## src/bpfl_pkg.sv

```systemverilog
// Package with the types, codes and constants of the buffer pool free list.
package bpfl_pkg;

    localparam int MAX_BUFFERS_DEF = 256;
    localparam int POOL_LIMIT      = 256;
    localparam int IDX_W           = 8;
    localparam int COUNT_W         = 9;
    localparam int STATUS_W        = 2;
    localparam int PADDR_W         = 2;
    localparam int PDATA_W         = 32;

    localparam int WATERMARK_PCT   = 20;
    localparam int PERCENT_BASE    = 100;
    // The pool size times WM_MULT, shifted right by WM_SHIFT, equals the pool size times
    // 20/100 rounded down for every size below 1024.
    localparam int WM_SHIFT        = 10;
    localparam int WM_MULT         = ((1 << WM_SHIFT) * WATERMARK_PCT + PERCENT_BASE - 1)
                                     / PERCENT_BASE;
    localparam int WM_PROD_W       = COUNT_W + 8;

    localparam logic [COUNT_W-1:0] POOL_SIZE_RESET = COUNT_W'(256);

    localparam logic [PADDR_W-1:0] REG_POOL_SIZE = PADDR_W'(0);

    localparam logic OP_ALLOC = 1'b0;
    localparam logic OP_FREE  = 1'b1;

    localparam logic [STATUS_W-1:0] STATUS_OK    = STATUS_W'(0);
    localparam logic [STATUS_W-1:0] STATUS_EMPTY = STATUS_W'(1);
    localparam logic [STATUS_W-1:0] STATUS_RANGE = STATUS_W'(2);

    typedef struct packed {
        logic init_start;
        logic init_step;
        logic accept;
        logic pop_load;
    } bpfl_cmd_t;

    typedef struct packed {
        logic cfg_write;
        logic init_last;
        logic alloc_ok;
    } bpfl_stat_t;

endpackage

```

## src/bpfl_ctrl.sv

```systemverilog
// Controller state machine: init pass, accepting transfers, pop cycle and result valid.
module bpfl_ctrl import bpfl_pkg::*; (
    input  logic       clk,
    input  logic       rst_n,
    input  logic       in_valid,
    output logic       in_ready,
    output logic       out_valid,
    input  logic       out_ready,
    input  bpfl_stat_t stat,
    output bpfl_cmd_t  cmd
);

    typedef enum logic [2:0] {
        ST_INIT = 3'b001,
        ST_IDLE = 3'b010,
        ST_POP  = 3'b100
    } state_t;

    state_t state_reg, state_next;
    logic   out_valid_reg, out_valid_next;
    logic   accept;

    assign in_ready = (state_reg == ST_IDLE) && (!out_valid_reg || out_ready);
    assign accept   = in_valid && in_ready;

    always_comb
    begin
        cmd.init_start = stat.cfg_write;
        cmd.init_step  = (state_reg == ST_INIT) && !stat.cfg_write;
        cmd.accept     = accept;
        cmd.pop_load   = (state_reg == ST_POP);
    end

    always_comb
    begin
        state_next = state_reg;
        case (state_reg)
            ST_INIT:
            begin
                if (stat.init_last)
                begin
                    state_next = ST_IDLE;
                end
            end
            ST_IDLE:
            begin
                if (accept && stat.alloc_ok)
                begin
                    state_next = ST_POP;
                end
            end
            ST_POP:
            begin
                state_next = ST_IDLE;
            end
            default:
            begin
                state_next = ST_INIT;
            end
        endcase
        if (stat.cfg_write)
        begin
            state_next = ST_INIT;
        end
    end

    always_comb
    begin
        out_valid_next = out_valid_reg;
        if (accept)
        begin
            out_valid_next = 1'b1;
        end
        else if (out_ready)
        begin
            out_valid_next = 1'b0;
        end
    end

    always_ff @(posedge clk or negedge rst_n)
    begin
        if (!rst_n)
        begin
            state_reg     <= ST_INIT;
            out_valid_reg <= 1'b0;
        end
        else
        begin
            state_reg     <= state_next;
            out_valid_reg <= out_valid_next;
        end
    end

    assign out_valid = out_valid_reg;

endmodule

```

## config.mk

```make
export PLATFORM = sky130hd
export DESIGN_NAME = bpfl_ctrl
export DESIGN_NICKNAME = d
export VERILOG_FILES = /design/src/bpfl_pkg.sv /design/src/bpfl_ctrl.sv
export SDC_FILE = /design/constraint.sdc
export NUM_CORES = 1
export LEC_CHECK = 0
export ABC_CLOCK_PERIOD_IN_PS = 1000
export BUFFER_PORTS_ARGS = -buffer_cell sky130_fd_sc_hd__buf_4
export CORE_AREA = 2 2 39 41
export CTS_CLUSTER_DIAMETER = 200
export CTS_CLUSTER_SIZE = 14
export DETAILED_ROUTE_END_ITERATION = 10
export DIE_AREA = 0 0 41 43
export PLACE_DENSITY_LB_ADDON = 0.08
export SYNTH_ARGS = -nofsm -noshare
export SYNTH_HDL_FRONTEND = slang
export SYNTH_SLANG_ARGS = --single-unit
```

## constraint.sdc

```tcl
create_clock -name clk -period 1 [get_ports clk]
set_input_delay 0.05 -clock clk [delete_from_list [all_inputs] [get_ports clk]]
set_output_delay 0.05 -clock clk [all_outputs]
set_load 0.03 [all_outputs]
```

==> impl_metrics.tcl <==
set metrics [dict create \
    setup_viol 8 \
    io_pins 13 \
    yosys-mux-area-fraction_pct 0 \
    die_h_um 43 \
    cts_tree "built" \
    slowest_delay_ns 0.41 \
    post_synth.cell_area_avg_um2 10.4 \
    cp_max_fo 3 \
    synth_seq_cells 4 \
    grt_pass1_wl_um 1030 \
    syn-num-nets 30 \
    cap_violations 0 \
    largest_register_ffs 3 \
    fin_crit_sh_pct 127 \
    utilization_pct 37.2 \
    max-clock-path-buffers 2 \
    fin_nets 53 \
    leakage_nw 0.244 \
    core-area_um2 1380 \
    cp-start-kind "flop" \
    yosysWarningCount 0 \
    wl_per_cell_um 10.7 \
    drive_gt1_share_pct 77.8 \
    portBuffers 12 \
    drt_iter0_markers 0 \
    status "complete, but fails checks" \
    dp_hpwl_um 442 \
    drt_wl_total_um 654 \
    grt_usage_pct 9.25 \
    whs_ns 0.0338 \
    worstHoldPathType "in -> reg" \
    end_kind "primary output" \
    syn_to_final_growth_pct 114 \
    fin_setup_tns_ns -1.64 \
    critPathKind "reg -> out" \
    path_cells "nor3b_4 -> nand2_2 -> nor2_2 -> buf_6" \
    synth_top_family_by_area "simple AND/OR/NAND/NOR gates" \
    grt_max_degree 6 \
    final_cells 61 \
    h-tree-depth 1 \
    drtAntennaViolNets 0 \
    synth_xor_area_share_pct 0 \
    cts_sinks 4 \
    die_area_um2 1760 \
    setup_ws_ns -0.273 \
    place.gp.congestion 0.642 \
    yosys.area_share.simple_pct 39.1 \
    viasPerCell 4.03 \
    root_buffer "clkbuf_4" \
    clk_pin_slew_ns 0.04 \
    rrSetupSlack_ns -0.27 \
    yosys.area_share.adder_pct 0 \
    core.rowCount 14 \
    clkLatencyLatePin_ns 0.24 \
    crit_slowest_cell "dfrtp_1" \
    synth_area_um2 240 \
    first_global_vias 248 \
    cts_buffers 3 \
    num_vias 246 \
    overflow 0 \
    synth.distinct_cells 17 \
    tightest_slew_ns 0.221 \
    first_pass_iters 1 \
    required_ns 0.95 \
    ir_drop_mv 0.450 \
    synth_compound_area_share_pct 12.5 \
    antenna_cells 0 \
    arrival_ns 1.22 \
    start_util_pct 17.4 \
    violations "setup timing" \
    fmax_ghz 0.786 \
    fp.dieW_um 41 \
    powerDensity_nw_per_um2 1040 \
    fin_skew_ns 0.00492 \
    hold_viol 0 \
    slew_violations 0 \
    synth_seq_area_share_pct 42.2 \
    drc_errors 0 \
    place_inst 51 \
    rsz0062_at_grt "yes" \
    antenna_found_initial 0 \
    syn-instance-count 23 \
    slew_headroom_pct 85.2 \
    min_period_ns 1.27 \
]
-- layer usage --
| metal | global-route usage (%) | part of all wire, % |
|---|---|---|
| met1 | 9.68 | 38 |
| met2 | 13.8 | 55 |
| met3 | 1.57 | 4.7 |
| met4 | 10.0 | 2.1 |
| met5 | 0 | 0 |
-- what timing repair did --
| item | 4_1_cts | 5_1_grt |
|---|---|---|
| gates resized for setup | 4 | 11 |
| hold buffers | 1 | 0 |
| pin swaps | 3 | 4 |
| setup endpoints to repair | 8 | 8 |
| hold endpoints to repair | 4 | 0 |
| setup buffers | 12 | 3 |
-- synth_stat cells --
master	n	area [µm²]
dfrtp_1	3	75.1
a21oi_1	2	10.0
buf_4	2	15.0
nor2_1	2	7.51
nor2b_1	2	12.5
a21o_1	1	7.51
dfstp_2	1	26.3
nand2_1	1	3.75
nand2_2	1	6.26
nand2b_1	1	6.26
nand3b_1	1	7.51
nor3b_4	1	18.8
nor4b_1	1	8.76
nor4b_2	1	15.0
o21ai_0	1	5.00
o21bai_1	1	7.51
or2b_1	1	7.51
-- per-stage QoR --
stage / worst slack [ns] / instance area [µm²] / power [mW]
4_1_cts: -0.300 / 452 / 0.531
3_3_place_gp: -0.0769 / 382 / 0.287
3_5_place_dp: -0.0801 / 382 / 0.286
5_1_grt: -0.370 / 514 / 0.560
6_report: -0.273 / 514 / 0.533
2_1_floorplan: -0.0361 / 272 / 0.239
-- worst paths after layout --
path	depth (start not counted)	from	end
min in group asynchronous	2	rst_n	state_reg[1]
worst min-delay path	2	stat[2]	state_reg[2]
worst max-delay path	4	state_reg[2]	cmd[1]
worst max register to register	5	state_reg[0]	out_valid
worst min register to register	3	state_reg[1]	state_reg[1]
max in group asynchronous	2	rst_n	state_reg[0]
-- report_power, final --
part           internal (mW)  switching (mW)  total, mW  leakage, nW
Clock                  0.150          0.0758      0.226       0.0150
Combinational         0.0710          0.0555      0.126        0.179
Sequential             0.172         0.00798      0.180       0.0499
-- worst max-delay path: cells and delay by family, from the launching register on --
kind / cells / cell delay [ns]
buffers and inverters: 1 / 0.14
and+or+nand+nor: 3 / 0.44
DFF: 1 / 0.41
-- layout make-up --
type,count,area [µm²]
fillers,151,870
flip-flops and latches,4,103
multi-input cells,17,183
repair buffers,20,183
clock buffers,4,26.3
well taps,16,20.0
-- placed cells by master, fill, tap and decap left out, drive strengths merged --
cell / count
buf: 19
clkbuf: 4
dfrtp: 3
nor2: 2
nor2b: 2
nor4b: 2
nand2: 2
a21oi: 2
nand2b: 1
nor3b: 1
nand3b: 1
o21bai: 1
or2b: 1
a21o: 1
o21ai: 1
dlygate4sd3: 1
dfstp: 1
-- cells by family after synthesis --
kind of cell | after synthesis
AOI/OAI and AO/OA | 5
buffers and inverters | 2
DFF | 4
and+or+nand+nor | 12
Note: power is estimated with default switching activity, not from simulation.
