===== config.mk =====
export PLATFORM = sky130hd
export DESIGN_NAME = bpfl_dp
export DESIGN_NICKNAME = d
export VERILOG_FILES = /design/src/bpfl_pkg.sv /design/src/bpfl_ram.sv /design/src/bpfl_dp.sv
export SDC_FILE = /design/constraint.sdc
export NUM_CORES = 2
export LEC_CHECK = 0
export BUFFER_PORTS_ARGS = -buffer_cell sky130_fd_sc_hd__buf_2
export CAP_MARGIN = 20
export CORE_MARGIN = 1.5
export CORE_UTILIZATION = 28
export CTS_BUF_LIST = sky130_fd_sc_hd__clkbuf_2
export CTS_CLUSTER_SIZE = 28
export DETAILED_ROUTE_END_ITERATION = 12
export HOLD_SLACK_MARGIN = 0.05
export SETUP_SLACK_MARGIN = 0.2
export SLEW_MARGIN = 25
export SYNTH_ARGS = -nofsm -noshare
export SYNTH_HDL_FRONTEND = slang
export SYNTH_HIERARCHICAL = 1
export SYNTH_SLANG_ARGS = --single-unit

===== constraint.sdc =====
create_clock -name clk -period 13.58 [get_ports clk]
set_input_delay 1.358 -clock clk [delete_from_list [all_inputs] [get_ports clk]]
set_output_delay 1.358 -clock clk [all_outputs]
set_load 0.1 [all_outputs]

===== src/bpfl_pkg.sv =====
// Package with the types, codes and constants of the buffer pool free list.
package bpfl_pkg;

    localparam int MAX_BUFFERS_DEF = 256;
    localparam int POOL_LIMIT      = 256;
    localparam int IDX_W           = 8;
    localparam int COUNT_W         = 9;
    localparam int STATUS_W        = 2;
    localparam int PADDR_W         = 2;
    localparam int PDATA_W         = 32;

    localparam int WATERMARK_PCT   = 20;
    localparam int PERCENT_BASE    = 100;
    // The pool size times WM_MULT, shifted right by WM_SHIFT, equals the pool size times
    // 20/100 rounded down for every size below 1024.
    localparam int WM_SHIFT        = 10;
    localparam int WM_MULT         = ((1 << WM_SHIFT) * WATERMARK_PCT + PERCENT_BASE - 1)
                                     / PERCENT_BASE;
    localparam int WM_PROD_W       = COUNT_W + 8;

    localparam logic [COUNT_W-1:0] POOL_SIZE_RESET = COUNT_W'(256);

    localparam logic [PADDR_W-1:0] REG_POOL_SIZE = PADDR_W'(0);

    localparam logic OP_ALLOC = 1'b0;
    localparam logic OP_FREE  = 1'b1;

    localparam logic [STATUS_W-1:0] STATUS_OK    = STATUS_W'(0);
    localparam logic [STATUS_W-1:0] STATUS_EMPTY = STATUS_W'(1);
    localparam logic [STATUS_W-1:0] STATUS_RANGE = STATUS_W'(2);

    typedef struct packed {
        logic init_start;
        logic init_step;
        logic accept;
        logic pop_load;
    } bpfl_cmd_t;

    typedef struct packed {
        logic cfg_write;
        logic init_last;
        logic alloc_ok;
    } bpfl_stat_t;

endpackage


===== src/bpfl_ram.sv =====
// Generic single-write, single-read RAM with registered read data.
module bpfl_ram #(
    parameter int WIDTH = 8,
    parameter int DEPTH = 256,
    parameter int ADDR_W = (DEPTH > 1) ? $clog2(DEPTH) : 1
) (
    input  logic              clk,
    input  logic              we,
    input  logic [ADDR_W-1:0] waddr,
    input  logic [WIDTH-1:0]  wdata,
    input  logic [ADDR_W-1:0] raddr,
    output logic [WIDTH-1:0]  rdata
);

    logic [WIDTH-1:0] mem [DEPTH];
    logic [WIDTH-1:0] rdata_reg;

    always_ff @(posedge clk)
    begin
        if (we)
        begin
            mem[waddr] <= wdata;
        end
        rdata_reg <= mem[raddr];
    end

    assign rdata = rdata_reg;

endmodule


===== src/bpfl_dp.sv =====
// Datapath: pool size register, link memory, head, free counter, watermark and result register.
module bpfl_dp import bpfl_pkg::*; #(
    parameter int MAX_BUFFERS = MAX_BUFFERS_DEF
) (
    input  logic                clk,
    input  logic                rst_n,
    input  logic                psel,
    input  logic                penable,
    input  logic                pwrite,
    input  logic [PADDR_W-1:0]  paddr,
    input  logic [PDATA_W-1:0]  pwdata,
    output logic [PDATA_W-1:0]  prdata,
    input  logic                in_operation,
    input  logic [IDX_W-1:0]    in_buffer_index,
    output logic [IDX_W-1:0]    out_alloc_index,
    output logic [STATUS_W-1:0] out_status,
    output logic                out_low_warning,
    output logic [COUNT_W-1:0]  out_free_count,
    input  bpfl_cmd_t           cmd,
    output bpfl_stat_t          stat
);

    localparam int POOL_MAX = (MAX_BUFFERS < POOL_LIMIT) ? MAX_BUFFERS : POOL_LIMIT;
    localparam int ADDR_W   = (POOL_MAX > 1) ? $clog2(POOL_MAX) : 1;

    logic [COUNT_W-1:0]  pool_size_reg;
    logic [COUNT_W-1:0]  init_ptr_reg;
    logic [IDX_W-1:0]    head_reg;
    logic [COUNT_W-1:0]  count_reg;
    logic [IDX_W-1:0]    watermark_reg;
    logic [IDX_W-1:0]    alloc_index_reg;
    logic [STATUS_W-1:0] status_reg;
    logic                low_warning_reg;
    logic [COUNT_W-1:0]  free_count_reg;

    logic [COUNT_W-1:0]   pool_eff;
    logic [WM_PROD_W-1:0] wm_prod;
    logic [IDX_W-1:0]     wm_value;
    logic [IDX_W-1:0]     init_link;
    logic                 init_last;
    logic                 alloc_ok;
    logic                 free_ok;
    logic [COUNT_W-1:0]   count_inc;
    logic [COUNT_W-1:0]   count_dec;

    logic              ram_we;
    logic [ADDR_W-1:0] ram_waddr;
    logic [IDX_W-1:0]  ram_wdata;
    logic [IDX_W-1:0]  ram_rdata;

    always_comb
    begin
        if (pool_size_reg == '0)
        begin
            pool_eff = COUNT_W'(1);
        end
        else if (pool_size_reg > COUNT_W'(POOL_MAX))
        begin
            pool_eff = COUNT_W'(POOL_MAX);
        end
        else
        begin
            pool_eff = pool_size_reg;
        end
    end

    assign wm_prod  = WM_PROD_W'(pool_eff) * WM_PROD_W'(WM_MULT);
    assign wm_value = IDX_W'(wm_prod >> WM_SHIFT);

    assign init_last = (init_ptr_reg == (pool_eff - COUNT_W'(1)));
    assign init_link = init_last ? '0 : IDX_W'(init_ptr_reg + COUNT_W'(1));

    assign alloc_ok  = (in_operation == OP_ALLOC) && (count_reg != '0);
    assign free_ok   = (in_operation == OP_FREE) && ({1'b0, in_buffer_index} < pool_eff);
    assign count_inc = (count_reg == '1) ? count_reg : count_reg + COUNT_W'(1);
    assign count_dec = count_reg - COUNT_W'(1);

    always_comb
    begin
        stat.cfg_write = psel && penable && pwrite && (paddr == REG_POOL_SIZE);
        stat.init_last = init_last;
        stat.alloc_ok  = alloc_ok;
    end

    assign prdata = (paddr == REG_POOL_SIZE) ? PDATA_W'(pool_size_reg) : '0;

    always_comb
    begin
        ram_we    = 1'b0;
        ram_waddr = init_ptr_reg[ADDR_W-1:0];
        ram_wdata = init_link;
        if (cmd.init_step)
        begin
            ram_we = 1'b1;
        end
        else if (cmd.accept && free_ok)
        begin
            ram_we    = 1'b1;
            ram_waddr = in_buffer_index[ADDR_W-1:0];
            ram_wdata = head_reg;
        end
    end

    bpfl_ram #(
        .WIDTH (IDX_W),
        .DEPTH (POOL_MAX)
    ) u_link_ram (
        .clk   (clk),
        .we    (ram_we),
        .waddr (ram_waddr),
        .wdata (ram_wdata),
        .raddr (head_reg[ADDR_W-1:0]),
        .rdata (ram_rdata)
    );

    always_ff @(posedge clk or negedge rst_n)
    begin
        if (!rst_n)
        begin
            pool_size_reg <= POOL_SIZE_RESET;
            init_ptr_reg  <= '0;
            head_reg      <= '0;
            count_reg     <= '0;
            watermark_reg <= '0;
        end
        else
        begin
            if (stat.cfg_write)
            begin
                pool_size_reg <= pwdata[COUNT_W-1:0];
            end

            if (cmd.init_start)
            begin
                init_ptr_reg <= '0;
            end
            else if (cmd.init_step)
            begin
                init_ptr_reg <= init_ptr_reg + COUNT_W'(1);
            end

            if (cmd.init_step && init_last)
            begin
                head_reg      <= '0;
                count_reg     <= pool_eff;
                watermark_reg <= wm_value;
            end
            else if (cmd.pop_load)
            begin
                head_reg <= ram_rdata;
            end
            else if (cmd.accept && alloc_ok)
            begin
                count_reg <= count_dec;
            end
            else if (cmd.accept && free_ok)
            begin
                head_reg  <= in_buffer_index;
                count_reg <= count_inc;
            end
        end
    end

    always_ff @(posedge clk)
    begin
        if (cmd.accept)
        begin
            alloc_index_reg <= '0;
            low_warning_reg <= 1'b0;
            status_reg      <= STATUS_OK;
            free_count_reg  <= count_reg;
            if (in_operation == OP_ALLOC)
            begin
                if (alloc_ok)
                begin
                    alloc_index_reg <= head_reg;
                    low_warning_reg <= (count_reg < {1'b0, watermark_reg});
                    free_count_reg  <= count_dec;
                end
                else
                begin
                    status_reg <= STATUS_EMPTY;
                end
            end
            else
            begin
                if (free_ok)
                begin
                    free_count_reg <= count_inc;
                end
                else
                begin
                    status_reg <= STATUS_RANGE;
                end
            end
        end
    end

    assign out_alloc_index = alloc_index_reg;
    assign out_status      = status_reg;
    assign out_low_warning = low_warning_reg;
    assign out_free_count  = free_count_reg;

endmodule


==> flow_summary.toml <==
[layout]
drive_above_1_share_pct = 28.14
seqCellArea_um2 = 63330
regMostFlops = "u_link_ram/mem"
syn2layout_area_growth_pct = 11.45
final_area_um2 = 95040
multi_input_area_um2 = 20280
largest_reg_flops = 2048
fin_nets = 4954
fill_cells = 29330

[sta]
setup_violations = 0
rsz0062_at_grt = "no"
max_freq_mhz = 146.3
fin_hold_ws_ns = 0.4030
finalSetupTns_ns = 0
tightestPinTransition_ns = 1.159
slew_violations = 0
clock-skew-final_ns = 0.1827
max-slew-margin-rel_pct = 22.72
finalCritPeriodShare_pct = 50.34
finalHoldViolations = 0
period_minus_slack_ns = 6.837

[yosys]
synthCells = 4347
yosysTopAreaCellShare_pct = 72.82
syn-mean-instance-area_um2 = 19.62
synth_edf_count = 2068
synth_top_cell_by_area = "edfxtp_1"
async_flop_share_pct = 1.983
synth_area_um2 = 85280
ys_ff_latch = 2118
ys_warn_count = 6
synth_area_leaders = "edfxtp_1, mux4_2, mux2i_1, nor2_1, dfrtp_1"
synth-main-ff-cell = "edfxtp_1"
synth_cell_types = 82
yosysSeqAreaShare_pct = 74.24

[power_and_ir_drop]
power_density_nw_per_um2 = 165.1
irDropWorstVdd_mv = 0.09786
p_leak_nw = 31.13

[routing]
vias = 45030
viasPerCell = 4.907
final_antenna_net_count = 0
wl_per_cell_um = 23.49
routed_wl_um = 215600
route.detailed.drc = 0
firstDrtPassIters = 8
drt_iter0_drc = 4389

[placed_design]
dpl_cell_area_um2 = 89800
place.gp.congestion = 0.8347
dp_hpwl_um = 126100
port_buffers = 60

[critical_path]
timing.critical_path.to = "stat[1]"
r2r_start = "pool_size_reg[8]$_DFFE_PN1P_"
end_kind = "output port"
required_ns = 12.22
regToRegSetupSlack_ns = 6.79
crit_fanout = 16
startpoint_type = "flip-flop"
crit_type = "reg2out"
rr_worst_depth = 14
setup.worst_path.start = "pool_size_reg[7]$_DFFE_PN0P_"
crit_arrival_ns = 5.48
r2r-end = "u_link_ram/mem[176][6]$_DFFE_PP_"

[grt]
grt_pass1_wl_um = 310900
grt-ovfl-total = 0
grt_pass1_vias = 46180
grt_antenna_before_repair = 8
grt_max_degree = 217
grtUsageTotal_pct = 13.63

[floorplanning]
rows = 202
start_util_pct = 28.16
design.core.area_um2 = 302800
die_y_um = 554.9
dieArea_um2 = 307900
fp.dieW_um = 554.9
boundaryPins = 107

[clock_tree]
clock_path_buffers = 4
cts_sinks = 2118
path_clk_slew_ns = 0.09
clock_latency_ns = 1.76
cts_root_buf = "clkbuf_2"
h-tree-depth = 6
cts_tree = "yes"
cts_made_buffers = 551
cts_resized = 0

[run_status]
run_status = "completed"

[run]
max-cap-violations = 0

[worst_hold_path]
worstHoldPathType = "in2reg"
==> cells in the mapped netlist, drive strengths merged (8+ instances only) <==
master and instances:
clkbuf 131, a22oi 133, o22ai 30, inv 49
nor4 30, xnor2 25, o21ai 29, o211ai 20
xor2 21, ha 69, a22o 8, nand3 50
nand2b 17, nor3 31, dfrtp 41, a221oi 22
a21oi 108, and3 13, dfxtp 8, o31ai 8
a211oi 18, mux2 12, nor2 315, nor2b 35
mux4 456, a21o 12, buf 153, and2 24
edfxtp 2068, o221ai 49, nand4 17, fa 13
nand2 92, mux2i 165
==> per-layer routing <==
metal,global-route usage (%),share of wire [%],up-vias,wire [um]
met4,4.800,2.6,0,5525
met5,0,0,-,0
met1,18.19,42,23550,89540
met3,3.490,8.7,335,18670
li1,-,-,19090,-
met2,21.46,47,2064,101800
==> where the power goes <==
part | switching, mW | leakage (nW) | internal, mW
combinational | 2.50 | 7.94 | 1.46
sequential | 0.137 | 19.5 | 7.33
clock | 2.55 | 3.64 | 1.72
==> repair_timing <==
| action | CTS | global route |
|---|---|---|
| hold buffers | 39 | 1 |
| hold endpoints to repair | 94 | 1 |
| buffers inserted | 0 | 0 |
| endpoints found under the setup margin | 0 | 0 |
==> cell families (layout without fill, tap and decap cells) <==
group | after synthesis | in the layout | share of synthesized area (%)
DFF | 2118 | 2118 | 74.24
and+or+nand+nor | 646 | 646 | 3.517
muxes | 633 | 633 | 14.15
AOI/OAI and AO/OA | 483 | 483 | 3.994
buffers and inverters | 336 | 1155 | 2.274
adders and majority gates | 82 | 82 | 1.318
xor gates and xnor gates | 47 | 47 | 0.4989
other | 2 | 35 | 0.008807
==> cell usage in the layout, fill, tap and decap left out, types with 10 or more instances in the layout <==
| cell | instances |
|---|---|
| o21ai_0 | 26 |
| a211oi_1 | 18 |
| inv_1 | 48 |
| nor3_1 | 31 |
| o22ai_1 | 30 |
| bufinv_16 | 11 |
| nand2_1 | 91 |
| a22oi_1 | 133 |
| edfxtp_1 | 2068 |
| nor2_1 | 310 |
| clkinv_2 | 14 |
| and3_1 | 13 |
| dlygate4sd3_1 | 40 |
| conb_1 | 24 |
| a221oi_1 | 21 |
| a21o_1 | 12 |
| nand3_1 | 47 |
| nor4_1 | 25 |
| buf_4 | 68 |
| xor2_1 | 21 |
| o211ai_1 | 20 |
| and2_1 | 24 |
| xnor2_1 | 25 |
| nor2b_1 | 32 |
| nand4_1 | 17 |
| mux4_2 | 454 |
| buf_12 | 11 |
| dfrtp_1 | 36 |
| fa_1 | 13 |
| diode_2 | 11 |
| clkinv_1 | 114 |
| ha_1 | 69 |
| inv_2 | 19 |
| a21oi_1 | 108 |
| nand2b_1 | 16 |
| mux2_2 | 10 |
| mux2i_1 | 165 |
| clkbuf_2 | 765 |
| buf_2 | 59 |
| o221ai_1 | 48 |
==> worst max-delay path, stage by stage, from the launching register on <==
cell       delay (ns)
dfrtp_1          0.48
nor4_2           0.40
a21oi_1          0.23
nor2_2           0.24
inv_2            0.11
ha_1             0.22
and2_1           0.20
o21ai_0          0.25
xnor2_1          0.15
o2111ai_1        0.18
nor4_4           0.39
buf_4            0.39
buf_2            0.52
==> layout make-up <==
| class | instances | share of cell area, % |
|---|---|---|
| diodes | 11 | 0.02896 |
| repair buffers | 182 | 1.582 |
| clock inverters | 156 | 0.9479 |
| flip-flops and latches | 2118 | 66.63 |
| multi-input cells | 1915 | 21.34 |
| well taps | 3978 | 5.237 |
| inverters | 52 | 0.2054 |
| clock buffers | 765 | 4.028 |
==> worst min path at each step <==
| stage | startpoint | end | slack [ns] | cells past startpoint |
|---|---|---|---|---|
| after floorplan | u_link_ram/rdata[0]$_DFF_P_ | head_reg[0]$_DFFE_PN0P_ | 0.44 | 1 |
| after global placement | u_link_ram/rdata[0]$_DFF_P_ | head_reg[0]$_DFFE_PN0P_ | 0.45 | 1 |
| after detailed placement | u_link_ram/rdata[0]$_DFF_P_ | head_reg[0]$_DFFE_PN0P_ | 0.45 | 1 |
| after CTS | rst_n | watermark_reg[0]$_DFFE_PN0P_ | 0.10 | 2 |
| after global routing | pwdata[0] | pool_size_reg[0]$_DFFE_PN0P_ | 0.26 | 4 |
| final | penable | pool_size_reg[8]$_DFFE_PN1P_ | 0.40 | 5 |
==> through the flow <==
step	worst slack (ns)	instances	util, %	power, mW
6_report	6.743	9177	31.39	15.70
5_1_grt	6.332	9172	31.39	16.40
4_1_cts	6.433	9162	31.35	15.85
3_5_place_dp	6.436	8202	29.66	11.56
3_3_place_gp	6.562	8202	29.66	11.52
2_1_floorplan	-1.712	4369	-	10.41
No activity file was read; power rests on OpenSTA's default activity.
